`src/rtl/nkts_pkg.sv`:
```
// Shared constants, types and register indexes of the nearest-target selector.
package nkts_pkg;

   localparam int TARGET_SLOTS = 3;
   localparam int SLOT_IDX_W   = (TARGET_SLOTS > 1) ? $clog2(TARGET_SLOTS) : 1;
   localparam int COUNT_W      = $clog2(TARGET_SLOTS + 1);

   localparam int COORD_W    = 16;
   localparam int MAG_W      = 16;
   localparam int ID_W       = 16;
   localparam int RANGE_W    = 15;
   localparam int RANK_W     = 4;
   localparam int DIST_W     = 34;
   localparam int CSR_IDX_W  = 2;
   localparam int CSR_DATA_W = 16;

   localparam logic [CSR_IDX_W-1:0] CSR_ORIGIN_X     = 2'd0;
   localparam logic [CSR_IDX_W-1:0] CSR_ORIGIN_Y     = 2'd1;
   localparam logic [CSR_IDX_W-1:0] CSR_SEARCH_RANGE = 2'd2;

   localparam logic [RANGE_W-1:0] RANGE_RESET = 15'd350;

   typedef logic [DIST_W-1:0] dist_type;

   // one pass of the shared squarer
   typedef struct packed {
      logic             en;
      logic             clear_acc;
      logic [MAG_W-1:0] operand;
   } sq_op_type;

   // control from the sequencer to the slot list
   typedef struct packed {
      logic                  insert;
      logic                  clear;
      logic [COUNT_W-1:0]    pos;
      logic [SLOT_IDX_W-1:0] rd_idx;
      logic [ID_W-1:0]       new_id;
      dist_type              new_dist;
   } slot_ctrl_type;

endpackage

```
`src/rtl/nkts_ifs.sv`:
```
// Handshake channels: candidate items, result items and register writes.
interface nkts_req_if;
   import nkts_pkg::*;
   logic                      valid;
   logic                      ready;
   logic                      point_valid;
   logic signed [COORD_W-1:0] point_x;
   logic signed [COORD_W-1:0] point_y;
   logic [ID_W-1:0]           point_id;
   logic                      frame_last;

   modport source (output valid, point_valid, point_x, point_y, point_id, frame_last,
                   input ready);
   modport sink   (input valid, point_valid, point_x, point_y, point_id, frame_last,
                   output ready);
endinterface

interface nkts_rsp_if;
   import nkts_pkg::*;
   logic              valid;
   logic              ready;
   logic              target_found;
   logic [ID_W-1:0]   target_id;
   logic [RANK_W-1:0] target_rank;
   logic              result_last;

   modport source (output valid, target_found, target_id, target_rank, result_last,
                   input ready);
   modport sink   (input valid, target_found, target_id, target_rank, result_last,
                   output ready);
endinterface

interface nkts_csr_if;
   import nkts_pkg::*;
   logic                  valid;
   logic                  ready;
   logic [CSR_IDX_W-1:0]  index;
   logic [CSR_DATA_W-1:0] data;

   modport source (output valid, index, data, input ready);
   modport sink   (input valid, index, data, output ready);
endinterface

```
`src/rtl/nkts_sq_unit.sv`:
```
// Shared square-and-accumulate unit: acc = (clear ? 0 : acc) + operand^2.
module nkts_sq_unit
   import nkts_pkg::*;
(
   input  logic      clock,
   input  sq_op_type op,
   output dist_type  acc
);

   dist_type             acc_ff, acc_in;
   logic [2*MAG_W-1:0]   square;

   always_comb begin
      square = op.operand * op.operand;
      acc_in = (op.clear_acc ? '0 : acc_ff) + DIST_W'(square);
   end

   always_ff @(posedge clock) begin
      if (op.en) begin
         acc_ff <= acc_in;
      end
   end

   assign acc = acc_ff;

endmodule

```
`src/rtl/nkts_slot_list.sv`:
```
// Sorted list of the nearest targets: insert with tail shift, one read port.
module nkts_slot_list
   import nkts_pkg::*;
(
   input  logic               clock,
   input  logic               reset,
   input  slot_ctrl_type      ctrl,
   output logic [COUNT_W-1:0] count,
   output logic [ID_W-1:0]    rd_id,
   output dist_type           rd_dist
);

   logic [ID_W-1:0]    slot_id_ff   [TARGET_SLOTS];
   dist_type           slot_dist_ff [TARGET_SLOTS];
   logic [COUNT_W-1:0] count_ff, count_in;
   logic [COUNT_W-1:0] last_pos;

   always_comb begin
      last_pos = (int'(count_ff) < TARGET_SLOTS) ? count_ff : COUNT_W'(TARGET_SLOTS - 1);
      count_in = count_ff;
      if (ctrl.clear) begin
         count_in = '0;
      end else if (ctrl.insert && int'(count_ff) < TARGET_SLOTS) begin
         count_in = count_ff + 1'b1;
      end
   end

   always_ff @(posedge clock) begin
      if (reset) begin
         count_ff <= '0;
      end else begin
         count_ff <= count_in;
      end
   end

   // each slot either takes the new point, takes its upper neighbor, or holds
   always_ff @(posedge clock) begin
      for (int i = 0; i < TARGET_SLOTS; i++) begin
         if (ctrl.insert) begin
            if (i == int'(ctrl.pos)) begin
               slot_id_ff[i]   <= ctrl.new_id;
               slot_dist_ff[i] <= ctrl.new_dist;
            end else if (i > int'(ctrl.pos) && i <= int'(last_pos) && i > 0) begin
               slot_id_ff[i]   <= slot_id_ff[i-1];
               slot_dist_ff[i] <= slot_dist_ff[i-1];
            end
         end
      end
   end

   always_comb begin
      if (int'(ctrl.rd_idx) < TARGET_SLOTS) begin
         rd_id   = slot_id_ff[ctrl.rd_idx];
         rd_dist = slot_dist_ff[ctrl.rd_idx];
      end else begin
         rd_id   = '0;
         rd_dist = '0;
      end
   end

   assign count = count_ff;

endmodule

```
`src/rtl/nearest_k_target_select.sv`:
```
// Nearest-target selector top level: register port, sequencer and result register.
// Keeps up to TARGET_SLOTS candidate points nearest to the programmed origin, sorted by
// squared distance (ties keep arrival order), admitting only points within search_range
// (inclusive). A point is squared for dx, dy and range, checked, and if in range scanned
// past the stored slots not farther than it and inserted; one 16x16 squarer is used three
// times (dx, dy, range) and the list is compared one slot per cycle. The block is not
// ready while a point is being worked. On frame_last the list drains as one result item per
// cycle while the result channel accepts (a single not-found item if empty), then clears.
module nearest_k_target_select
   import nkts_pkg::*;
(
   input  logic       clock,
   input  logic       reset,
   nkts_req_if.sink   req_chan,
   nkts_rsp_if.source rsp_chan,
   nkts_csr_if.sink   csr_chan
);

   localparam int STATE_W = 3;
   localparam logic [STATE_W-1:0] ST_IDLE = 3'd0;
   localparam logic [STATE_W-1:0] ST_SQX  = 3'd1;
   localparam logic [STATE_W-1:0] ST_SQY  = 3'd2;
   localparam logic [STATE_W-1:0] ST_SQR  = 3'd3;
   localparam logic [STATE_W-1:0] ST_CHK  = 3'd4;
   localparam logic [STATE_W-1:0] ST_SCAN = 3'd5;
   localparam logic [STATE_W-1:0] ST_EMIT = 3'd6;

   logic [STATE_W-1:0] state_ff, state_in;

   logic signed [COORD_W-1:0] origin_x_ff, origin_y_ff;
   logic [RANGE_W-1:0]        range_ff;

   logic signed [COORD_W-1:0] px_ff, py_ff;
   logic [ID_W-1:0]           pid_ff;
   logic                      last_ff;
   dist_type                  dist_ff, dist_in;
   logic [COUNT_W-1:0]        pos_ff, pos_in;
   logic [COUNT_W-1:0]        emit_idx_ff, emit_idx_in;

   logic              rsp_valid_ff, rsp_valid_in;
   logic              rsp_found_ff, rsp_found_in;
   logic [ID_W-1:0]   rsp_id_ff, rsp_id_in;
   logic [RANK_W-1:0] rsp_rank_ff, rsp_rank_in;
   logic              rsp_last_ff, rsp_last_in;

   sq_op_type     sq_op;
   dist_type      acc;
   slot_ctrl_type slot_ctrl;
   logic [COUNT_W-1:0] count;
   logic [ID_W-1:0]    rd_id;
   dist_type           rd_dist;

   logic [COORD_W:0] dx, dy, dx_neg, dy_neg;
   logic [MAG_W-1:0] mag_x, mag_y;
   logic             req_take, rsp_slot_free, emit_last;

   // register port
   assign csr_chan.ready = 1'b1;

   always_ff @(posedge clock) begin
      if (reset) begin
         origin_x_ff <= '0;
         origin_y_ff <= '0;
         range_ff    <= RANGE_RESET;
      end else if (csr_chan.valid) begin
         unique case (csr_chan.index)
            CSR_ORIGIN_X:     origin_x_ff <= csr_chan.data;
            CSR_ORIGIN_Y:     origin_y_ff <= csr_chan.data;
            CSR_SEARCH_RANGE: range_ff    <= csr_chan.data[RANGE_W-1:0];
            default: ;
         endcase
      end
   end

   // coordinate differences as 16-bit magnitudes
   always_comb begin
      dx     = {px_ff[COORD_W-1], px_ff} - {origin_x_ff[COORD_W-1], origin_x_ff};
      dy     = {py_ff[COORD_W-1], py_ff} - {origin_y_ff[COORD_W-1], origin_y_ff};
      dx_neg = ~dx + 1'b1;
      dy_neg = ~dy + 1'b1;
      mag_x  = dx[COORD_W] ? dx_neg[MAG_W-1:0] : dx[MAG_W-1:0];
      mag_y  = dy[COORD_W] ? dy_neg[MAG_W-1:0] : dy[MAG_W-1:0];
   end

   assign req_take       = req_chan.valid && (state_ff == ST_IDLE);
   assign req_chan.ready = (state_ff == ST_IDLE);
   assign rsp_slot_free  = !rsp_valid_ff || rsp_chan.ready;
   assign emit_last      = (count == '0) || (emit_idx_ff == count - 1'b1);

   always_comb begin
      state_in    = state_ff;
      dist_in     = dist_ff;
      pos_in      = pos_ff;
      emit_idx_in = emit_idx_ff;

      sq_op           = '0;
      slot_ctrl       = '0;
      slot_ctrl.pos    = pos_ff;
      slot_ctrl.new_id = pid_ff;
      slot_ctrl.new_dist = dist_ff;
      slot_ctrl.rd_idx = (state_ff == ST_EMIT) ? emit_idx_ff[SLOT_IDX_W-1:0]
                                               : pos_ff[SLOT_IDX_W-1:0];

      rsp_valid_in = rsp_valid_ff && !rsp_chan.ready;
      rsp_found_in = rsp_found_ff;
      rsp_id_in    = rsp_id_ff;
      rsp_rank_in  = rsp_rank_ff;
      rsp_last_in  = rsp_last_ff;

      unique case (state_ff)
         ST_IDLE: begin
            if (req_take) begin
               if (req_chan.point_valid) begin
                  state_in = ST_SQX;
               end else if (req_chan.frame_last) begin
                  state_in = ST_EMIT;
               end
            end
         end
         ST_SQX: begin
            sq_op    = '{en: 1'b1, clear_acc: 1'b1, operand: mag_x};
            state_in = ST_SQY;
         end
         ST_SQY: begin
            sq_op    = '{en: 1'b1, clear_acc: 1'b0, operand: mag_y};
            state_in = ST_SQR;
         end
         ST_SQR: begin
            dist_in  = acc;
            sq_op    = '{en: 1'b1, clear_acc: 1'b1, operand: MAG_W'(range_ff)};
            state_in = ST_CHK;
         end
         ST_CHK: begin
            pos_in = '0;
            if (dist_ff <= acc) begin
               state_in = ST_SCAN;
            end else begin
               state_in = last_ff ? ST_EMIT : ST_IDLE;
            end
         end
         ST_SCAN: begin
            if (pos_ff < count && rd_dist <= dist_ff) begin
               pos_in = pos_ff + 1'b1;
            end else begin
               slot_ctrl.insert = (int'(pos_ff) < TARGET_SLOTS);
               state_in         = last_ff ? ST_EMIT : ST_IDLE;
            end
         end
         ST_EMIT: begin
            if (rsp_slot_free) begin
               rsp_valid_in = 1'b1;
               rsp_found_in = (count != '0);
               rsp_id_in    = (count != '0) ? rd_id : '0;
               rsp_rank_in  = RANK_W'(emit_idx_ff);
               rsp_last_in  = emit_last;
               if (emit_last) begin
                  slot_ctrl.clear = 1'b1;
                  emit_idx_in     = '0;
                  state_in        = ST_IDLE;
               end else begin
                  emit_idx_in = emit_idx_ff + 1'b1;
               end
            end
         end
         default: state_in = ST_IDLE;
      endcase
   end

   always_ff @(posedge clock) begin
      if (reset) begin
         state_ff     <= ST_IDLE;
         rsp_valid_ff <= 1'b0;
         emit_idx_ff  <= '0;
      end else begin
         state_ff     <= state_in;
         rsp_valid_ff <= rsp_valid_in;
         emit_idx_ff  <= emit_idx_in;
      end
   end

   always_ff @(posedge clock) begin
      if (req_take) begin
         px_ff     <= req_chan.point_x;
         py_ff     <= req_chan.point_y;
         pid_ff    <= req_chan.point_id;
         last_ff   <= req_chan.frame_last;
      end
      dist_ff      <= dist_in;
      pos_ff       <= pos_in;
      rsp_found_ff <= rsp_found_in;
      rsp_id_ff    <= rsp_id_in;
      rsp_rank_ff  <= rsp_rank_in;
      rsp_last_ff  <= rsp_last_in;
   end

   nkts_sq_unit u_sq (
      .clock (clock),
      .op    (sq_op),
      .acc   (acc)
   );

   nkts_slot_list u_slots (
      .clock   (clock),
      .reset   (reset),
      .ctrl    (slot_ctrl),
      .count   (count),
      .rd_id   (rd_id),
      .rd_dist (rd_dist)
   );

   assign rsp_chan.valid        = rsp_valid_ff;
   assign rsp_chan.target_found = rsp_found_ff;
   assign rsp_chan.target_id    = rsp_id_ff;
   assign rsp_chan.target_rank  = rsp_rank_ff;
   assign rsp_chan.result_last  = rsp_last_ff;

endmodule
```
`src/flat_wrapper.sv`:
```
// flat-port wrapper written by rule: the top's interface ports become plain ports
module nearest_k_target_select_flat import nkts_pkg::*;
  (clock, reset, req_chan_valid, req_chan_point_valid, req_chan_point_x, req_chan_point_y, req_chan_point_id, req_chan_frame_last, req_chan_ready, rsp_chan_valid, rsp_chan_target_found, rsp_chan_target_id, rsp_chan_target_rank, rsp_chan_result_last, rsp_chan_ready, csr_chan_valid, csr_chan_index, csr_chan_data, csr_chan_ready);
  nkts_req_if req_chan_i ();
  nkts_rsp_if rsp_chan_i ();
  nkts_csr_if csr_chan_i ();
  input  logic clock;
  input  logic reset;
  input wire logic [$bits(req_chan_i.valid)-1:0] req_chan_valid;
  input wire logic [$bits(req_chan_i.point_valid)-1:0] req_chan_point_valid;
  input wire logic [$bits(req_chan_i.point_x)-1:0] req_chan_point_x;
  input wire logic [$bits(req_chan_i.point_y)-1:0] req_chan_point_y;
  input wire logic [$bits(req_chan_i.point_id)-1:0] req_chan_point_id;
  input wire logic [$bits(req_chan_i.frame_last)-1:0] req_chan_frame_last;
  output wire logic [$bits(req_chan_i.ready)-1:0] req_chan_ready;
  output wire logic [$bits(rsp_chan_i.valid)-1:0] rsp_chan_valid;
  output wire logic [$bits(rsp_chan_i.target_found)-1:0] rsp_chan_target_found;
  output wire logic [$bits(rsp_chan_i.target_id)-1:0] rsp_chan_target_id;
  output wire logic [$bits(rsp_chan_i.target_rank)-1:0] rsp_chan_target_rank;
  output wire logic [$bits(rsp_chan_i.result_last)-1:0] rsp_chan_result_last;
  input wire logic [$bits(rsp_chan_i.ready)-1:0] rsp_chan_ready;
  input wire logic [$bits(csr_chan_i.valid)-1:0] csr_chan_valid;
  input wire logic [$bits(csr_chan_i.index)-1:0] csr_chan_index;
  input wire logic [$bits(csr_chan_i.data)-1:0] csr_chan_data;
  output wire logic [$bits(csr_chan_i.ready)-1:0] csr_chan_ready;
  assign req_chan_i.valid = req_chan_valid;
  assign req_chan_i.point_valid = req_chan_point_valid;
  assign req_chan_i.point_x = req_chan_point_x;
  assign req_chan_i.point_y = req_chan_point_y;
  assign req_chan_i.point_id = req_chan_point_id;
  assign req_chan_i.frame_last = req_chan_frame_last;
  assign req_chan_ready = req_chan_i.ready;
  assign rsp_chan_valid = rsp_chan_i.valid;
  assign rsp_chan_target_found = rsp_chan_i.target_found;
  assign rsp_chan_target_id = rsp_chan_i.target_id;
  assign rsp_chan_target_rank = rsp_chan_i.target_rank;
  assign rsp_chan_result_last = rsp_chan_i.result_last;
  assign rsp_chan_i.ready = rsp_chan_ready;
  assign csr_chan_i.valid = csr_chan_valid;
  assign csr_chan_i.index = csr_chan_index;
  assign csr_chan_i.data = csr_chan_data;
  assign csr_chan_ready = csr_chan_i.ready;
  nearest_k_target_select u_core (.clock(clock), .reset(reset), .req_chan(req_chan_i), .rsp_chan(rsp_chan_i), .csr_chan(csr_chan_i));
endmodule
```
`config.mk`:
```
export PLATFORM = sky130hd
export DESIGN_NAME = nearest_k_target_select_flat
export DESIGN_NICKNAME = d
export VERILOG_FILES = /design/src/rtl/nkts_pkg.sv /design/src/rtl/nkts_ifs.sv /design/src/rtl/nkts_sq_unit.sv /design/src/rtl/nkts_slot_list.sv /design/src/rtl/nearest_k_target_select.sv /design/src/flat_wrapper.sv
export SDC_FILE = /design/constraint.sdc
export NUM_CORES = 1
export LEC_CHECK = 0
export ABC_AREA = 1
export BUFFER_PORTS_ARGS = -buffer_cell sky130_fd_sc_hd__buf_2
export CAP_MARGIN = 20
export CORE_UTILIZATION = 65
export CTS_BUF_LIST = sky130_fd_sc_hd__clkbuf_16
export DETAILED_ROUTE_END_ITERATION = 7
export MAX_ROUTING_LAYER = met4
export PLACE_DENSITY = 0.93
export SYNTH_ARGS = -nofsm -noshare
export SYNTH_HDL_FRONTEND = slang
export SYNTH_SLANG_ARGS = --single-unit
export TNS_END_PERCENT = 5
```
`constraint.sdc`:
```
create_clock -name clock -period 13.7 [get_ports clock]
set_input_delay 2.74 -clock clock [delete_from_list [all_inputs] [get_ports clock]]
set_output_delay 2.74 -clock clock [all_outputs]
set_load 0.01 [all_outputs]
```
### Word-level counts from Yosys, hierarchy flattened

Memories as Yosys holds them, arrays and structs flattened. A register that Yosys moved wholly into a read port is not among the register bits.
Cells that the tools add are included.

* add/sub/neg operators: 9
* multiply operators: 1
* divide/modulo/power cells: 0
* magnitude comparators: 10
* eq/ne operators: 17
* shift operators: 0
* muxes and demuxes: 47
* bitwise gates (word level): 6
* reduce and logical (&&, ||, !) cells: 25

Operators with widths (count)
* $mux W34: 4
* $le A34 B34 Y1: 2
* $mux W16: 4
* $pmux W18 S3: 1
* $add A34 B32 Y34: 1
* $sub A16 B16 Y17: 2
* $add A16 B1 Y16 const B: 2
* $mul A16 B16 Y32: 1
* $not A16 Y16: 2
* $mux W1: 24
* $mux W3: 8
* $pmux W3 S7: 1
* $reduce_and A2 Y1: 6
* $eq A3 B3 Y1 const B: 3
* $mux W2: 4
* $ne A2 B1 Y1 const B: 4
* $add A2 B1 Y2 const B: 3
* $eq A3 B2 Y1 const B: 2
* $logic_and A1 B1 Y1: 6
* $logic_not A2 Y1: 3
* $lt A2 B2 Y1 const B: 3
* $reduce_and A5 Y1: 1
* $eq A2 B2 Y1 const A: 2
* $or A1 B1 Y1: 4
* 18 further kinds: 22

* flip-flop bits (word level): 178
* bits in latches: 0
* memory bits (writable): 150
* bits in read-only memories: 0
* input port bits: 73
* output and inout port bits: 25
* logic and storage cells: 134
* memories: 2

Memories
* u_core.u_slots.slot_dist_ff: depth 3, width 34, rd ports 3, clocked after memory_dff 0, write ports 3, line nkts_slot_list.sv:14 `dist_type slot_dist_ff [TARGET_SLOTS];`
* u_core.u_slots.slot_id_ff: depth 3, width 16, rd ports 3, clocked after memory_dff 1, write ports 3, line nkts_slot_list.sv:13 `logic [ID_W-1:0] slot_id_ff [TARGET_SLOTS];`

### Logic depth before layout (Yosys ltp)

* word-level depth: 11
* mapped depth: 47
* gate-level depth less buffers: 46

### Cells and area by module

Synthesis repeated with hierarchy kept, for this count alone.

* cells, all modules: 3568
* area total of the unflattened synthesis: 28428.5 um^2

By module, submodules not included
* nearest_k_target_select: times used 1, cells an instance 1374, area an instance 10526.3 um^2, seq. area each 4214.0 um^2
* nkts_sq_unit: times used 1, cells an instance 1351, area an instance 10366.2 um^2, seq. area each 1021.0 um^2
* nkts_slot_list: times used 1, cells an instance 843, area an instance 7536.0 um^2, seq. area each 4544.4 um^2

### Worst setup path after synthesis

Ideal clock, no wire load.

* path kind: flip-flop to flip-flop
* from: reg u_core.state_ff[0]
* to: reg u_core.u_sq.acc_ff[30], in the netlist u_core.u_sq.acc[30], data pin
* library setup time: 0.262 ns
* data arrival time: 7.545 ns
* data required time: 13.438 ns
* path slack: 5.893 ns
* stages on the path, launching flop included: 29
* clock period less this slack: 7.807 ns
* cells stage by stage: dfxtp_1 -> inv_1 -> nor2_2 -> inv_1 -> nor2_1 -> clkbuf_1 -> nand2_1 -> o211ai_4 -> buf_6 -> nand2_1 -> fa_1 -> inv_1 -> fa_1 -> fa_1 -> fa_1 -> fa_1 -> inv_1 -> fa_1 -> inv_1 -> ha_1 -> a21oi_1 -> inv_1 -> a31oi_1 -> o21ai_0 -> a21oi_1 -> o21ai_0 -> a21o_1 -> a21oi_1 -> xor2_1

* cells in the longest elaborated chain, start to end: 4

RTL lines
* start: declaration: line nearest_k_target_select.sv:28 `logic [STATE_W-1:0] state_ff, state_in;`
* start signal: assignment: line nearest_k_target_select.sv:175 `state_ff <= state_in;`
* $eq A3 B2 Y1 or $eq A3 B1 Y1 (tied branches): line nearest_k_target_select.sv:110 `unique case (state_ff)`
* $pmux W18 S3 (*): line nearest_k_target_select.sv:110
* $mul A16 B16 Y32 or $mux W34 (tied branches): line nkts_sq_unit.sv:14, nkts_sq_unit.sv:15
* $add A34 B32 Y34 (*): line nkts_sq_unit.sv:15 `acc_in = (op.clear_acc ? '0 : acc_ff) + DIST_W'(square);`
* named net u_core.u_sq.acc_in[30]: line nkts_sq_unit.sv:10 `dist_type acc_ff, acc_in;`
* end signal: assignment: line nkts_sq_unit.sv:20 `acc_ff <= acc_in;`
* end: declaration: line nkts_sq_unit.sv:10

Mark *: on every way through the listed nets, which the timed path passes. The rest lies on a longest branch.
A chain may end at the register's enable or synchronous reset.

### Worst setup path after layout

* from: reg u_core.state_ff[0]
* to: reg u_core.u_sq.acc_ff[32], in the netlist u_core.u_sq.acc[32], data pin

Same word-level chain as after synthesis.

==> results.txt <==
max-cap viol count: 0
Crit. Startpoint: u_core.state_ff[0]$_SDFFE_PP0P_
Hold Path Class: flip-flop to flip-flop
Via density: 5.934
CTS clk-pin slew, worst paths: 60 ps
Netlist cell types: 50
Slew Viols, Final: 0
Setup Buffers After CTS: 0
Final Hold Viols: 0
WL final: 67,900 um
ys async rst share: 0%
FF-to-FF Start: u_core.state_ff[0]$_SDFFE_PP0P_
number of synthesis warnings: 0
GRT Util Overall: 33.87%
GPL Wtd Cong: 0.9691
Avg Inst Size Synth: 8.779 um^2
final setup violation count: 0
IO Port Bufs: 94
CP most frequent cell: inv_1
most used routing layer in global routing: met2
leakage: 14.15 nW
DR iter-0 viols: 2,556
number of synthesized flops with an enable pin: 289
final setup skew: 20.56 ps
I/O pins: 98
CP Data Arrival Time: 9320 ps
vias in the first global route: 21,970
via count: 21,740
critical path type: flip-flop to flip-flop
CP endpoint kind: flip-flop
post-synthesis cell area: 26,800 um^2
min Tclk post-route: 9036 ps
core area: 40,740 um^2
CP Depth: 32
achievable frequency: 0.1107 GHz
# rows: 74
Worst path max stage delay: 770 ps
Worst EP required: 13,980 ps
global-route wire length before repair: 108,800 um
CP max stage cell: o21ai_0
worst-case reg-to-reg path depth: 32
grt ovf: 0
Critical Path Fanout Max: 25
total CTS buffers: 36
Worst-Margin Slew: 1133 ps
cell family with most CP delay: adder cells
H-tree Lvls: 2
power per cell area: 256.4 nW/um^2
setup TNS: 0 ps
most common cell after layout, fill and taps aside: inv_1
drt first pass iters: 8
RSZ-0062 raised after global routing: false
slew margin rel.: 24.17%
register area share after synthesis: 36.49%
n_diodes: 0
share of cells above drive strength 1: 8.014%
die height: 205.1 um
clk root buf: clkbuf_16
Die Area: 42,050 um^2
# DRC: 0
M1 GR Usage: 40.06%
post-CTS sizing: 0
largest net degree at the start of global routing: 86
Hold-fix buffers, CTS: 0
Area Growth Syn to Fin: 6.960%
clk_lat worst skew: 540 ps
die width: 205.1 um
worst hold start: u_core.u_sq.acc[12]$_DFFE_PN_
GR Layer Usage met2: 57.12%
synthesis-stage register bit count: 344
Power, Total: 7.351 mW
hold path cells: 0
top_reg_cell synth: edfxtp_1
clock tree buffer depth: 3
Critical path buffers and inverters: 11
CTS tree: yes
part of the cycle the worst path needs: 65.96%
CP Launch Type: flip-flop
initial antenna violation count: 0
Post-layout nets: 3,591
clk sinks: 344
peak supply drop: 0.0002188 V
commonest non-fill, non-tap cells in the layout: 654 x inv_1, 601 x nand2_1, 289 x edfxtp_1
status: complete, no violations
Initial Util: 65.79%
DP HPWL: 48,190 um
post-route ant nets: 0
met3 usage: 5.011%
Avg WL per Cell: 18.53 um
Cells after Synth: 3,053
layout make-up:
cell class                      count  area (um^2)
Inverter                          661         2481
Timing Repair Buffer              109        590.6
Clock inverter                     25        150.1
Tap cell                          532        665.6
Sequential cell                   344         9779
Multi-Input combinational cell   1957        14100
Clock buffer                       36        900.9
Fill cell                        2685        12070
final timing paths:
check	to	slack, ps
worst max-delay path	u_core.u_sq.acc[32]$_DFFE_PN_	4660
worst min-delay path	u_core.dist_ff[12]$_DFFE_PN_	450
worst max register to register	u_core.u_sq.acc[32]$_DFFE_PN_	4660
worst min register to register	u_core.dist_ff[12]$_DFFE_PN_	450
stage by stage:
step | area, um^2 | util, % | setup WS [ps] | instances | hold WS (ps)
2_1_floorplan | 26810 | - | 5893 | 3054 | 426.4
3_3_place_gp | 27600 | 67.75 | 5270 | 3602 | 427.5
3_5_place_dp | 27600 | 67.75 | 5078 | 3602 | 431.7
4_1_cts | 28650 | 70.33 | 4988 | 3663 | 445.6
5_1_grt | 28670 | 70.37 | 4223 | 3664 | 452.7
6_report | 28670 | 70.37 | 4664 | 3664 | 450.0
sequential cells by signal (all words and copies together), names as in the netlist:
register	cells
u_core.dist_ff	34
u_core.emit_idx_ff	2
u_core.last_ff	1
u_core.origin_x_ff	16
u_core.origin_y_ff	16
u_core.pid_ff	16
u_core.pos_ff	2
u_core.px_ff	16
u_core.py_ff	16
u_core.range_ff	15
u_core.rsp_chan.result_last	1
u_core.rsp_chan.target_found	1
u_core.rsp_chan.target_id	16
u_core.rsp_chan.target_rank	2
u_core.rsp_chan.valid	1
u_core.state_ff	3
u_core.u_slots.count	2
u_core.u_slots.slot_dist_ff	102
u_core.u_slots.slot_id_ff	48
u_core.u_sq.acc	34
cells in the mapped netlist, types with 5 or more instances:
cell / number / share of area [%]
inv_1: 642 / 9.0
nand2_1: 603 / 8.4
edfxtp_1: 289 / 32
a21oi_1: 218 / 4.1
ha_1: 213 / 9.9
fa_1: 196 / 15
nor2_1: 170 / 2.4
nand3_1: 140 / 2.6
o21ai_0: 128 / 2.4
o211ai_1: 70 / 2.0
dfxtp_1: 55 / 4.1
clkbuf_1: 42 / 0.59
nand2_2: 32 / 0.75
xor2_1: 28 / 0.92
nand4_1: 26 / 0.61
buf_2: 23 / 0.43
nor3_1: 21 / 0.39
inv_2: 18 / 0.25
buf_6: 13 / 0.55
o21ai_1: 13 / 0.24
xnor2_1: 13 / 0.42
nor2_2: 12 / 0.28
buf_4: 9 / 0.25
nand3_2: 9 / 0.34
a31oi_1: 8 / 0.19
o21bai_1: 8 / 0.22
o21a_1: 7 / 0.20
buf_1: 5 / 0.070
cell families after synthesis:
logic type | share of synthesized area [%]
buffers and inverters | 11.14
AOI/OAI and AO/OA | 10.03
and+or+nand+nor | 16.39
adders and majority gates | 24.58
xor gates and xnor gates | 1.340
other | 0.02802
DFF | 36.49
layer usage:
layer	part of all wire, %	vias to the layer above
met1	37	10190
li1	-	9911
met2	49	1330
met4	5.2	0
met5	0	-
met3	8.9	312
power by group:
| group | switching, mW | internal, mW | total, mW |
|---|---|---|---|
| combinational | 3.25 | 1.64 | 4.89 |
| clock | 0.409 | 0.482 | 0.891 |
| sequential | 0.0931 | 1.47 | 1.57 |
| total | 3.76 | 3.59 | 7.35 |
Power figures use the tool's default switching activity.
